[config.mk]
export PLATFORM = sky130hd
export DESIGN_NAME = rpn_stack_evaluator
export DESIGN_NICKNAME = d
export VERILOG_FILES = /design/src/rtl/rse_pkg.sv /design/src/rtl/rpn_stack_evaluator.sv
export SDC_FILE = /design/constraint.sdc
export NUM_CORES = 2
export LEC_CHECK = 0
export ABC_CLOCK_PERIOD_IN_PS = 9640
export BUFFER_PORTS_ARGS = -buffer_cell sky130_fd_sc_hd__buf_2
export CORE_MARGIN = 2
export CORE_UTILIZATION = 30
export DETAILED_ROUTE_END_ITERATION = 12
export PLACE_DENSITY = 0.48
export SYNTH_ARGS = -nofsm -noshare
export SYNTH_HDL_FRONTEND = slang
export SYNTH_SLANG_ARGS = --single-unit
[constraint.sdc]
create_clock -name clk -period 9.64 [get_ports clk]
set_input_delay 0.964 -clock clk [delete_from_list [all_inputs] [get_ports clk]]
set_output_delay 0.964 -clock clk [all_outputs]
set_load 0.01 [all_outputs]
[src/rtl/rse_pkg.sv]
// Shared constants and types for the RPN stack evaluator.
// No dependencies; used by rpn_stack_evaluator.
package rse_pkg;

	localparam int STACK_DEPTH = 64;
	localparam int WORD_W      = 32;
	localparam int SYM_W       = 8;
	localparam int CNT_W       = $clog2(STACK_DEPTH + 1);
	localparam int ADDR_W      = $clog2(STACK_DEPTH);
	localparam int DIV_CNT_W   = $clog2(WORD_W);

	localparam logic [SYM_W-1:0] CH_PLUS  = 8'h2B;
	localparam logic [SYM_W-1:0] CH_MINUS = 8'h2D;
	localparam logic [SYM_W-1:0] CH_STAR  = 8'h2A;
	localparam logic [SYM_W-1:0] CH_SLASH = 8'h2F;
	localparam logic [SYM_W-1:0] CH_ZERO  = 8'h30;
	localparam logic [SYM_W-1:0] CH_NINE  = 8'h39;

	typedef enum logic [1:0] {
		OP_ADD,
		OP_SUB,
		OP_MUL,
		OP_DIV
	} op_t;

	typedef enum logic [10:0] {
		ST_IDLE = 11'b000_0000_0001,
		ST_SYM  = 11'b000_0000_0010,
		ST_LAST = 11'b000_0000_0100,
		ST_POP1 = 11'b000_0000_1000,
		ST_POP2 = 11'b000_0001_0000,
		ST_EXEC = 11'b000_0010_0000,
		ST_DIV  = 11'b000_0100_0000,
		ST_SIGN = 11'b000_1000_0000,
		ST_PUSH = 11'b001_0000_0000,
		ST_TOP  = 11'b010_0000_0000,
		ST_EMIT = 11'b100_0000_0000
	} state_t;

endpackage

[src/rtl/rpn_stack_evaluator.sv]
// RPN (postfix) expression evaluator: sequencer, operand stack memory and shared ALU.
// Depends on rse_pkg.
//
// Takes one ASCII character per transfer on the slave side, s_tlast marking the final
// character of an expression, and returns one result per expression on the master side:
// m_tdata is the signed 32-bit top of stack (0 on error or empty stack), m_tuser is the
// sticky divide-by-zero flag. s_tready is high only while the sequencer is idle. + and *
// make two registered stack reads, an ALU step and a push; a held minus that turns out
// to be a subtraction is applied before the character after it, or at the end if the
// minus is last; / runs the 32-step restoring divider in the shared ALU unless the
// divisor is zero. The last character then reads the top and loads the output register,
// after any wait for the previous result to be taken; the register holds the result
// until it is taken while the next expression already streams in. The operand stack is
// 64 words of 32 bits; pushes onto a full stack are dropped and pops from an empty one
// give 0.
module rpn_stack_evaluator (
	input  logic                           clk,
	input  logic                           arst_n,
	input  logic                           s_tvalid,
	output logic                           s_tready,
	input  logic [rse_pkg::SYM_W-1:0]      s_tdata,   // [7:0] symbol
	input  logic                           s_tlast,
	output logic                           m_tvalid,
	input  logic                           m_tready,
	output logic [rse_pkg::WORD_W-1:0]     m_tdata,   // [31:0] value
	output logic                           m_tuser    // [0] divide_by_zero
);

	localparam int W = rse_pkg::WORD_W;

	rse_pkg::state_t                  state_q;
	rse_pkg::state_t                  ret_q;
	rse_pkg::op_t                     op_q;
	logic [rse_pkg::SYM_W-1:0]        sym_q;
	logic                             last_q;
	logic [rse_pkg::CNT_W-1:0]        count_q;
	logic [W-1:0]                     acc_q;
	logic                             in_num_q;
	logic                             neg_q;
	logic                             pend_q;
	logic                             err_q;
	logic                             rz_q;
	logic [W-1:0]                     right_q;
	logic [W-1:0]                     res_q;
	logic [W-1:0]                     rem_q;
	logic [W-1:0]                     quo_q;
	logic [W-1:0]                     dvs_q;
	logic                             qneg_q;
	logic [rse_pkg::DIV_CNT_W-1:0]    dcnt_q;
	logic [W-1:0]                     rd_q;

	logic [W-1:0]                     mem_q [rse_pkg::STACK_DEPTH];

	logic                             is_digit;
	logic [3:0]                       dig;
	logic [W-1:0]                     dig_ext;
	logic [W-1:0]                     acc_x10;
	logic [W-1:0]                     num_val;
	logic                             not_full;
	logic                             push_num;
	logic [W-1:0]                     left;
	logic [W:0]                       trial;
	logic                             ge;
	logic                             we;
	logic [W-1:0]                     wdata;
	logic                             re;
	logic [rse_pkg::ADDR_W-1:0]       waddr;
	logic [rse_pkg::ADDR_W-1:0]       raddr;
	logic [rse_pkg::CNT_W-1:0]        cnt_m1;

	assign s_tready = (state_q == rse_pkg::ST_IDLE);

	always_comb begin
		is_digit = sym_q inside {[rse_pkg::CH_ZERO:rse_pkg::CH_NINE]};
		dig      = 4'(sym_q - rse_pkg::CH_ZERO);
		dig_ext  = W'(dig);
		acc_x10  = (acc_q << 3) + (acc_q << 1) + dig_ext;
		num_val  = neg_q ? (W'(0) - acc_q) : acc_q;
		not_full = (count_q < rse_pkg::CNT_W'(rse_pkg::STACK_DEPTH));
		push_num = in_num_q && not_full;
		left     = rz_q ? '0 : rd_q;
		trial    = {rem_q, quo_q[W-1]} - {1'b0, dvs_q};
		ge       = !trial[W];
		cnt_m1   = count_q - rse_pkg::CNT_W'(1);
		raddr    = cnt_m1[rse_pkg::ADDR_W-1:0];
		waddr    = count_q[rse_pkg::ADDR_W-1:0];
		re       = (count_q != '0) && ((state_q == rse_pkg::ST_POP1) ||
			(state_q == rse_pkg::ST_POP2) || (state_q == rse_pkg::ST_TOP));
		we       = 1'b0;
		wdata    = num_val;
		case (state_q)
			rse_pkg::ST_SYM: begin
				we = !pend_q && !is_digit && push_num;
			end
			rse_pkg::ST_LAST: begin
				we = last_q && push_num;
			end
			rse_pkg::ST_PUSH: begin
				we    = not_full;
				wdata = res_q;
			end
			default: begin
				we = 1'b0;
			end
		endcase
	end

	// operand stack: one write and one registered read per cycle
	always_ff @(posedge clk) begin
		if (we) begin
			mem_q[waddr] <= wdata;
		end
		if (re) begin
			rd_q <= mem_q[raddr];
		end
	end

	always_ff @(posedge clk or negedge arst_n) begin
		if (!arst_n) begin
			state_q  <= rse_pkg::ST_IDLE;
			ret_q    <= rse_pkg::ST_IDLE;
			op_q     <= rse_pkg::OP_ADD;
			sym_q    <= '0;
			last_q   <= 1'b0;
			count_q  <= '0;
			acc_q    <= '0;
			in_num_q <= 1'b0;
			neg_q    <= 1'b0;
			pend_q   <= 1'b0;
			err_q    <= 1'b0;
			rz_q     <= 1'b0;
			right_q  <= '0;
			res_q    <= '0;
			rem_q    <= '0;
			quo_q    <= '0;
			dvs_q    <= '0;
			qneg_q   <= 1'b0;
			dcnt_q   <= '0;
			m_tvalid <= 1'b0;
			m_tdata  <= '0;
			m_tuser  <= 1'b0;
		end else begin
			// in ST_EMIT the output register is reloaded instead
			if (m_tvalid && m_tready && (state_q != rse_pkg::ST_EMIT)) begin
				m_tvalid <= 1'b0;
			end
			case (state_q)
				rse_pkg::ST_IDLE: begin
					if (s_tvalid) begin
						sym_q   <= s_tdata;
						last_q  <= s_tlast;
						state_q <= rse_pkg::ST_SYM;
					end
				end
				rse_pkg::ST_SYM: begin
					if (pend_q) begin
						pend_q <= 1'b0;
						if (is_digit) begin
							in_num_q <= 1'b1;
							neg_q    <= 1'b1;
							acc_q    <= dig_ext;
							state_q  <= rse_pkg::ST_LAST;
						end else begin
							// held minus was subtraction; revisit this symbol after it
							op_q    <= rse_pkg::OP_SUB;
							ret_q   <= rse_pkg::ST_SYM;
							state_q <= rse_pkg::ST_POP1;
						end
					end else if (is_digit) begin
						acc_q    <= in_num_q ? acc_x10 : dig_ext;
						neg_q    <= in_num_q && neg_q;
						in_num_q <= 1'b1;
						state_q  <= rse_pkg::ST_LAST;
					end else begin
						if (push_num) begin
							count_q <= count_q + rse_pkg::CNT_W'(1);
						end
						in_num_q <= 1'b0;
						neg_q    <= 1'b0;
						acc_q    <= '0;
						ret_q    <= rse_pkg::ST_LAST;
						case (sym_q)
							rse_pkg::CH_PLUS: begin
								op_q    <= rse_pkg::OP_ADD;
								state_q <= rse_pkg::ST_POP1;
							end
							rse_pkg::CH_STAR: begin
								op_q    <= rse_pkg::OP_MUL;
								state_q <= rse_pkg::ST_POP1;
							end
							rse_pkg::CH_SLASH: begin
								op_q    <= rse_pkg::OP_DIV;
								state_q <= rse_pkg::ST_POP1;
							end
							rse_pkg::CH_MINUS: begin
								pend_q  <= 1'b1;
								state_q <= rse_pkg::ST_LAST;
							end
							default: begin
								state_q <= rse_pkg::ST_LAST;
							end
						endcase
					end
				end
				rse_pkg::ST_LAST: begin
					if (!last_q) begin
						state_q <= rse_pkg::ST_IDLE;
					end else begin
						if (push_num) begin
							count_q <= count_q + rse_pkg::CNT_W'(1);
						end
						in_num_q <= 1'b0;
						neg_q    <= 1'b0;
						acc_q    <= '0;
						if (pend_q) begin
							pend_q  <= 1'b0;
							op_q    <= rse_pkg::OP_SUB;
							ret_q   <= rse_pkg::ST_TOP;
							state_q <= rse_pkg::ST_POP1;
						end else begin
							state_q <= rse_pkg::ST_TOP;
						end
					end
				end
				rse_pkg::ST_POP1: begin
					rz_q <= (count_q == '0);
					if (count_q != '0) begin
						count_q <= cnt_m1;
					end
					state_q <= rse_pkg::ST_POP2;
				end
				rse_pkg::ST_POP2: begin
					right_q <= left;
					rz_q    <= (count_q == '0);
					if (count_q != '0) begin
						count_q <= cnt_m1;
					end
					state_q <= rse_pkg::ST_EXEC;
				end
				rse_pkg::ST_EXEC: begin
					state_q <= rse_pkg::ST_PUSH;
					case (op_q)
						rse_pkg::OP_ADD: begin
							res_q <= left + right_q;
						end
						rse_pkg::OP_SUB: begin
							res_q <= left - right_q;
						end
						rse_pkg::OP_MUL: begin
							res_q <= W'(left * right_q);
						end
						default: begin
							if (right_q == '0) begin
								err_q <= 1'b1;
								res_q <= '0;
							end else begin
								quo_q   <= left[W-1] ? (W'(0) - left) : left;
								dvs_q   <= right_q[W-1] ? (W'(0) - right_q) : right_q;
								rem_q   <= '0;
								qneg_q  <= left[W-1] ^ right_q[W-1];
								dcnt_q  <= '0;
								state_q <= rse_pkg::ST_DIV;
							end
						end
					endcase
				end
				rse_pkg::ST_DIV: begin
					rem_q  <= ge ? trial[W-1:0] : {rem_q[W-2:0], quo_q[W-1]};
					quo_q  <= {quo_q[W-2:0], ge};
					dcnt_q <= dcnt_q + rse_pkg::DIV_CNT_W'(1);
					if (dcnt_q == rse_pkg::DIV_CNT_W'(W - 1)) begin
						state_q <= rse_pkg::ST_SIGN;
					end
				end
				rse_pkg::ST_SIGN: begin
					res_q   <= qneg_q ? (W'(0) - quo_q) : quo_q;
					state_q <= rse_pkg::ST_PUSH;
				end
				rse_pkg::ST_PUSH: begin
					if (not_full) begin
						count_q <= count_q + rse_pkg::CNT_W'(1);
					end
					state_q <= ret_q;
				end
				rse_pkg::ST_TOP: begin
					rz_q    <= (count_q == '0);
					state_q <= rse_pkg::ST_EMIT;
				end
				rse_pkg::ST_EMIT: begin
					if (!m_tvalid || m_tready) begin
						m_tdata  <= (err_q || rz_q) ? '0 : rd_q;
						m_tuser  <= err_q;
						m_tvalid <= 1'b1;
						count_q  <= '0;
						acc_q    <= '0;
						in_num_q <= 1'b0;
						neg_q    <= 1'b0;
						pend_q   <= 1'b0;
						err_q    <= 1'b0;
						state_q  <= rse_pkg::ST_IDLE;
					end
				end
				default: begin
					state_q <= rse_pkg::ST_IDLE;
				end
			endcase
		end
	end

endmodule

==> flow_metrics.tcl <==
set metrics [dict create \
    grt.total_usage_pct 17.2 \
    skew_ns 0.0993 \
    maxSlewHeadroom_pct 16.6 \
    crit_path_frequent_cell "fa_1" \
    hpwl_um 212000 \
    path_class "reg2reg" \
    p_per_area_nw_per_um2 316 \
    drt_wl_total_um 337000 \
    yosysTopAreaCell "edfxtp_1" \
    clk_latency_ns 0.87 \
    arrival_ns 9.17 \
    power_frac_seq_pct 28.7 \
    net-switching-power_uw 15900 \
    hold_viol_final 0 \
    cts_tree "yes" \
    rsz0062_at_grt "false" \
    critPathCaptureType "flip-flop" \
    switching_share_pct 38.5 \
    wl_per_cell_um 26.7 \
    drive_above_1_share_pct 20.0 \
    critPathMaxFanout 29 \
    worstMarginPinSlew_ns 1.24 \
    comb_power_share_pct 47.0 \
    grt_pass1_wl_um 490000 \
    core_um2 381000 \
    first_iter_violations 5577 \
    worstHoldPathType "in2async" \
    core.rowCount 227 \
    htreeDepth 5 \
    ys_seq_elements 2350 \
    start_util_pct 30.1 \
    grt_pass1_vias 67104 \
    numCtsBuffers 267 \
    p_leak_uw 0.0470 \
    syn-cell-area_um2 115000 \
    cap_violations 0 \
    antenna_left 0 \
    outcome "finished clean" \
    synthCells 7209 \
    finalSetupViolCount 0 \
    clk_pin_slew_ns 0.07 \
    drv_slew 0 \
    io_pins 48 \
    syn_nets 7889 \
    dp_cells 12131 \
    vias_per_cell 5.06 \
    synthTopCellsByArea "edfxtp_1 54%, mux4_2 13%, fa_1 7.2%" \
    via_count 63833 \
    gp_congestion 0.874 \
    area_growth_pct 14.3 \
    die_h_um 622 \
    cts_max_path_buffers 4 \
    hold_buffers 0 \
    synth_top_area_share_pct 54.5 \
    yosysWarnings 0 \
    postSynth.asyncResetShare_pct 11.5 \
    postCtsSetupBuffers 0 \
    grt_max_degree 134 \
    required_ns 10.34 \
    firstDrtPassIters 5 \
    yosysMostFrequentCell "edfxtp_1" \
    synth_top_cells_by_count "2,080 x edfxtp_1, 671 x mux4_2, 631 x nand2_1" \
    max_stage_delay_ns 0.77 \
    layout.nets 8042 \
    ys_seq_area_share_pct 60.4 \
    synth_edf_count 2080 \
    numClockSinks 2350 \
    period_share_pct 87.8 \
    peakVddDrop_mv 0.408 \
    cp-start-kind "flip-flop" \
    setup_tns_ns 0 \
    grt_overflow 0 \
    antenna_found_initial 29 \
    cts_root_buf "clkbuf_16" \
    avgSynthCellArea_um2 15.9 \
    drc 0 \
    p_int_uw 25500 \
    p_clk_share_pct 24.3 \
    die_area_um2 387000 \
    period_needed_ns 8.47 \
    synthDistinctLibCells 93 \
    ys.flop_type "edfxtp_1" \
    max_freq_mhz 118 \
    layout.cells.non_filler 12611 \
    slowest_stage "o31ai_1" \
    die_w_um 622 \
    crit_buf_inv 6 \
    cts_resized 0 \
    critPathTopFamily "adder cells" \
    crit_path_cell_trace "buf_12, nand2b_1, buf_4, inv_1, buf_4, and2_1, fa_1, fa_1, inv_1, fa_1, inv_1, fa_1, fa_1, fa_1, fa_1, fa_1, ha_1, nand4_1, o31ai_1, a2111oi_0, o21bai_1, xor2_1, a31oi_1, a21oi_1" \
    place.port_buffers 47 \
]
[cells in the final DEF (no fill, tap or decap), drive strengths merged, types with 46 or more instances in the layout]
| cell type | n |
|---|---|
| edfxtp | 2080 |
| mux4 | 671 |
| nand2 | 631 |
| inv | 463 |
| fa | 412 |
| clkbuf | 331 |
| and2 | 311 |
| o21ai | 290 |
| buf | 280 |
| dfrtp | 268 |
| ha | 255 |
| nor2 | 224 |
| a21oi | 165 |
| xor2 | 163 |
| xnor2 | 146 |
| clkinv | 100 |
| nand3 | 71 |
| o31ai | 52 |
| nor3 | 50 |
| or3 | 49 |
| nor2b | 49 |
| a21o | 46 |
[metrics by stage]
stage | utilization [%] | area, µm² | hold slack [ns] | total power [µW] | worst slack (ns)
2_1_floorplan | - | 115000 | 0.441 | 24500 | 1.81
3_3_place_gp | 32.1 | 122000 | 0.453 | 31600 | 1.39
3_5_place_dp | 32.1 | 122000 | 0.450 | 31600 | 1.34
4_1_cts | 34.3 | 131000 | 0.233 | 41800 | 1.29
5_1_grt | 34.3 | 131000 | 0.263 | 43400 | 0.799
6_report | 34.3 | 131000 | 0.225 | 41400 | 1.17
[power groups by stage]
| stage | Sequential [µW] | Combinational, µW | Clock (µW) |
|---|---|---|---|
| final | 11900 | 19500 | 10000 |
| after global routing | 11900 | 20900 | 10700 |
| after CTS | 11900 | 19700 | 10300 |
| after detailed placement | 12100 | 19500 | 0 |
| after global placement | 12100 | 19500 | 0 |
| after floorplan | 11800 | 12700 | 0 |
[cells by family after synthesis]
logic type	share of synthesized area [%]
flops	60.4
simple gates	6.55
buf+inv	2.85
compound gates	4.16
mux	13.6
fa+ha+maj	9.97
xor+xnor	2.46
[sequential cells by signal, summed over array words and instances, names as in the netlist, 32 cells and up]
signal / count
mem_q: 2048
acc_q: 32
dvs_q: 32
m_tdata: 32
quo_q: 32
rd_q: 32
rem_q: 32
res_q: 32
right_q: 32
[worst register-to-register path, stage by stage (launching register included)]
cell and delay [ns]:
dfrtp_2 0.71, buf_12 0.30, nand2b_1 0.17, buf_4 0.13, inv_1 0.29, buf_4 0.36, and2_1 0.21, fa_1 0.39
fa_1 0.50, inv_1 0.05, fa_1 0.48, inv_1 0.06, fa_1 0.41, fa_1 0.48, fa_1 0.58, fa_1 0.46
fa_1 0.51, ha_1 0.43, nand4_1 0.14, o31ai_1 0.77, a2111oi_0 0.24, o21bai_1 0.22, xor2_1 0.16, a31oi_1 0.11
a21oi_1 0.19
[final timing paths]
check                                start         end  slack [ns]  cells after the start
worst min register to register    ret_q[0]    ret_q[0]        0.46                      1
worst max-delay path                  rz_q   res_q[29]        1.17                     24
min in group clk                s_tdata[0]    sym_q[0]        0.42                      2
max in group asynchronous           arst_n        rz_q        7.80                      2
worst min-delay path                arst_n  m_tdata[2]        0.22                      1
worst max register to register        rz_q   res_q[29]        1.17                     24
[layout make-up]
| class | instances | area [µm²] |
|---|---|---|
| diodes | 11 | 27.5 |
| clock buffers | 331 | 7120 |
| clock inverters | 138 | 1380 |
| fillers | 36286 | 250000 |
| inverters | 453 | 1700 |
| multi-input cells | 4010 | 43200 |
| flip-flops and latches | 2350 | 69200 |
| well taps | 5038 | 6300 |
| repair buffers | 280 | 2070 |
[metal layers]
layer | routed length (µm) | up-vias | track usage [%]
met3 | 15000 | 472 | 2.04
met4 | 9000 | 2 | 4.52
met1 | 148000 | 34332 | 23.5
li1 | - | 27363 | -
met5 | 13 | - | 0
met2 | 165000 | 1664 | 29.0
No activity file was read; power rests on OpenSTA's default activity.
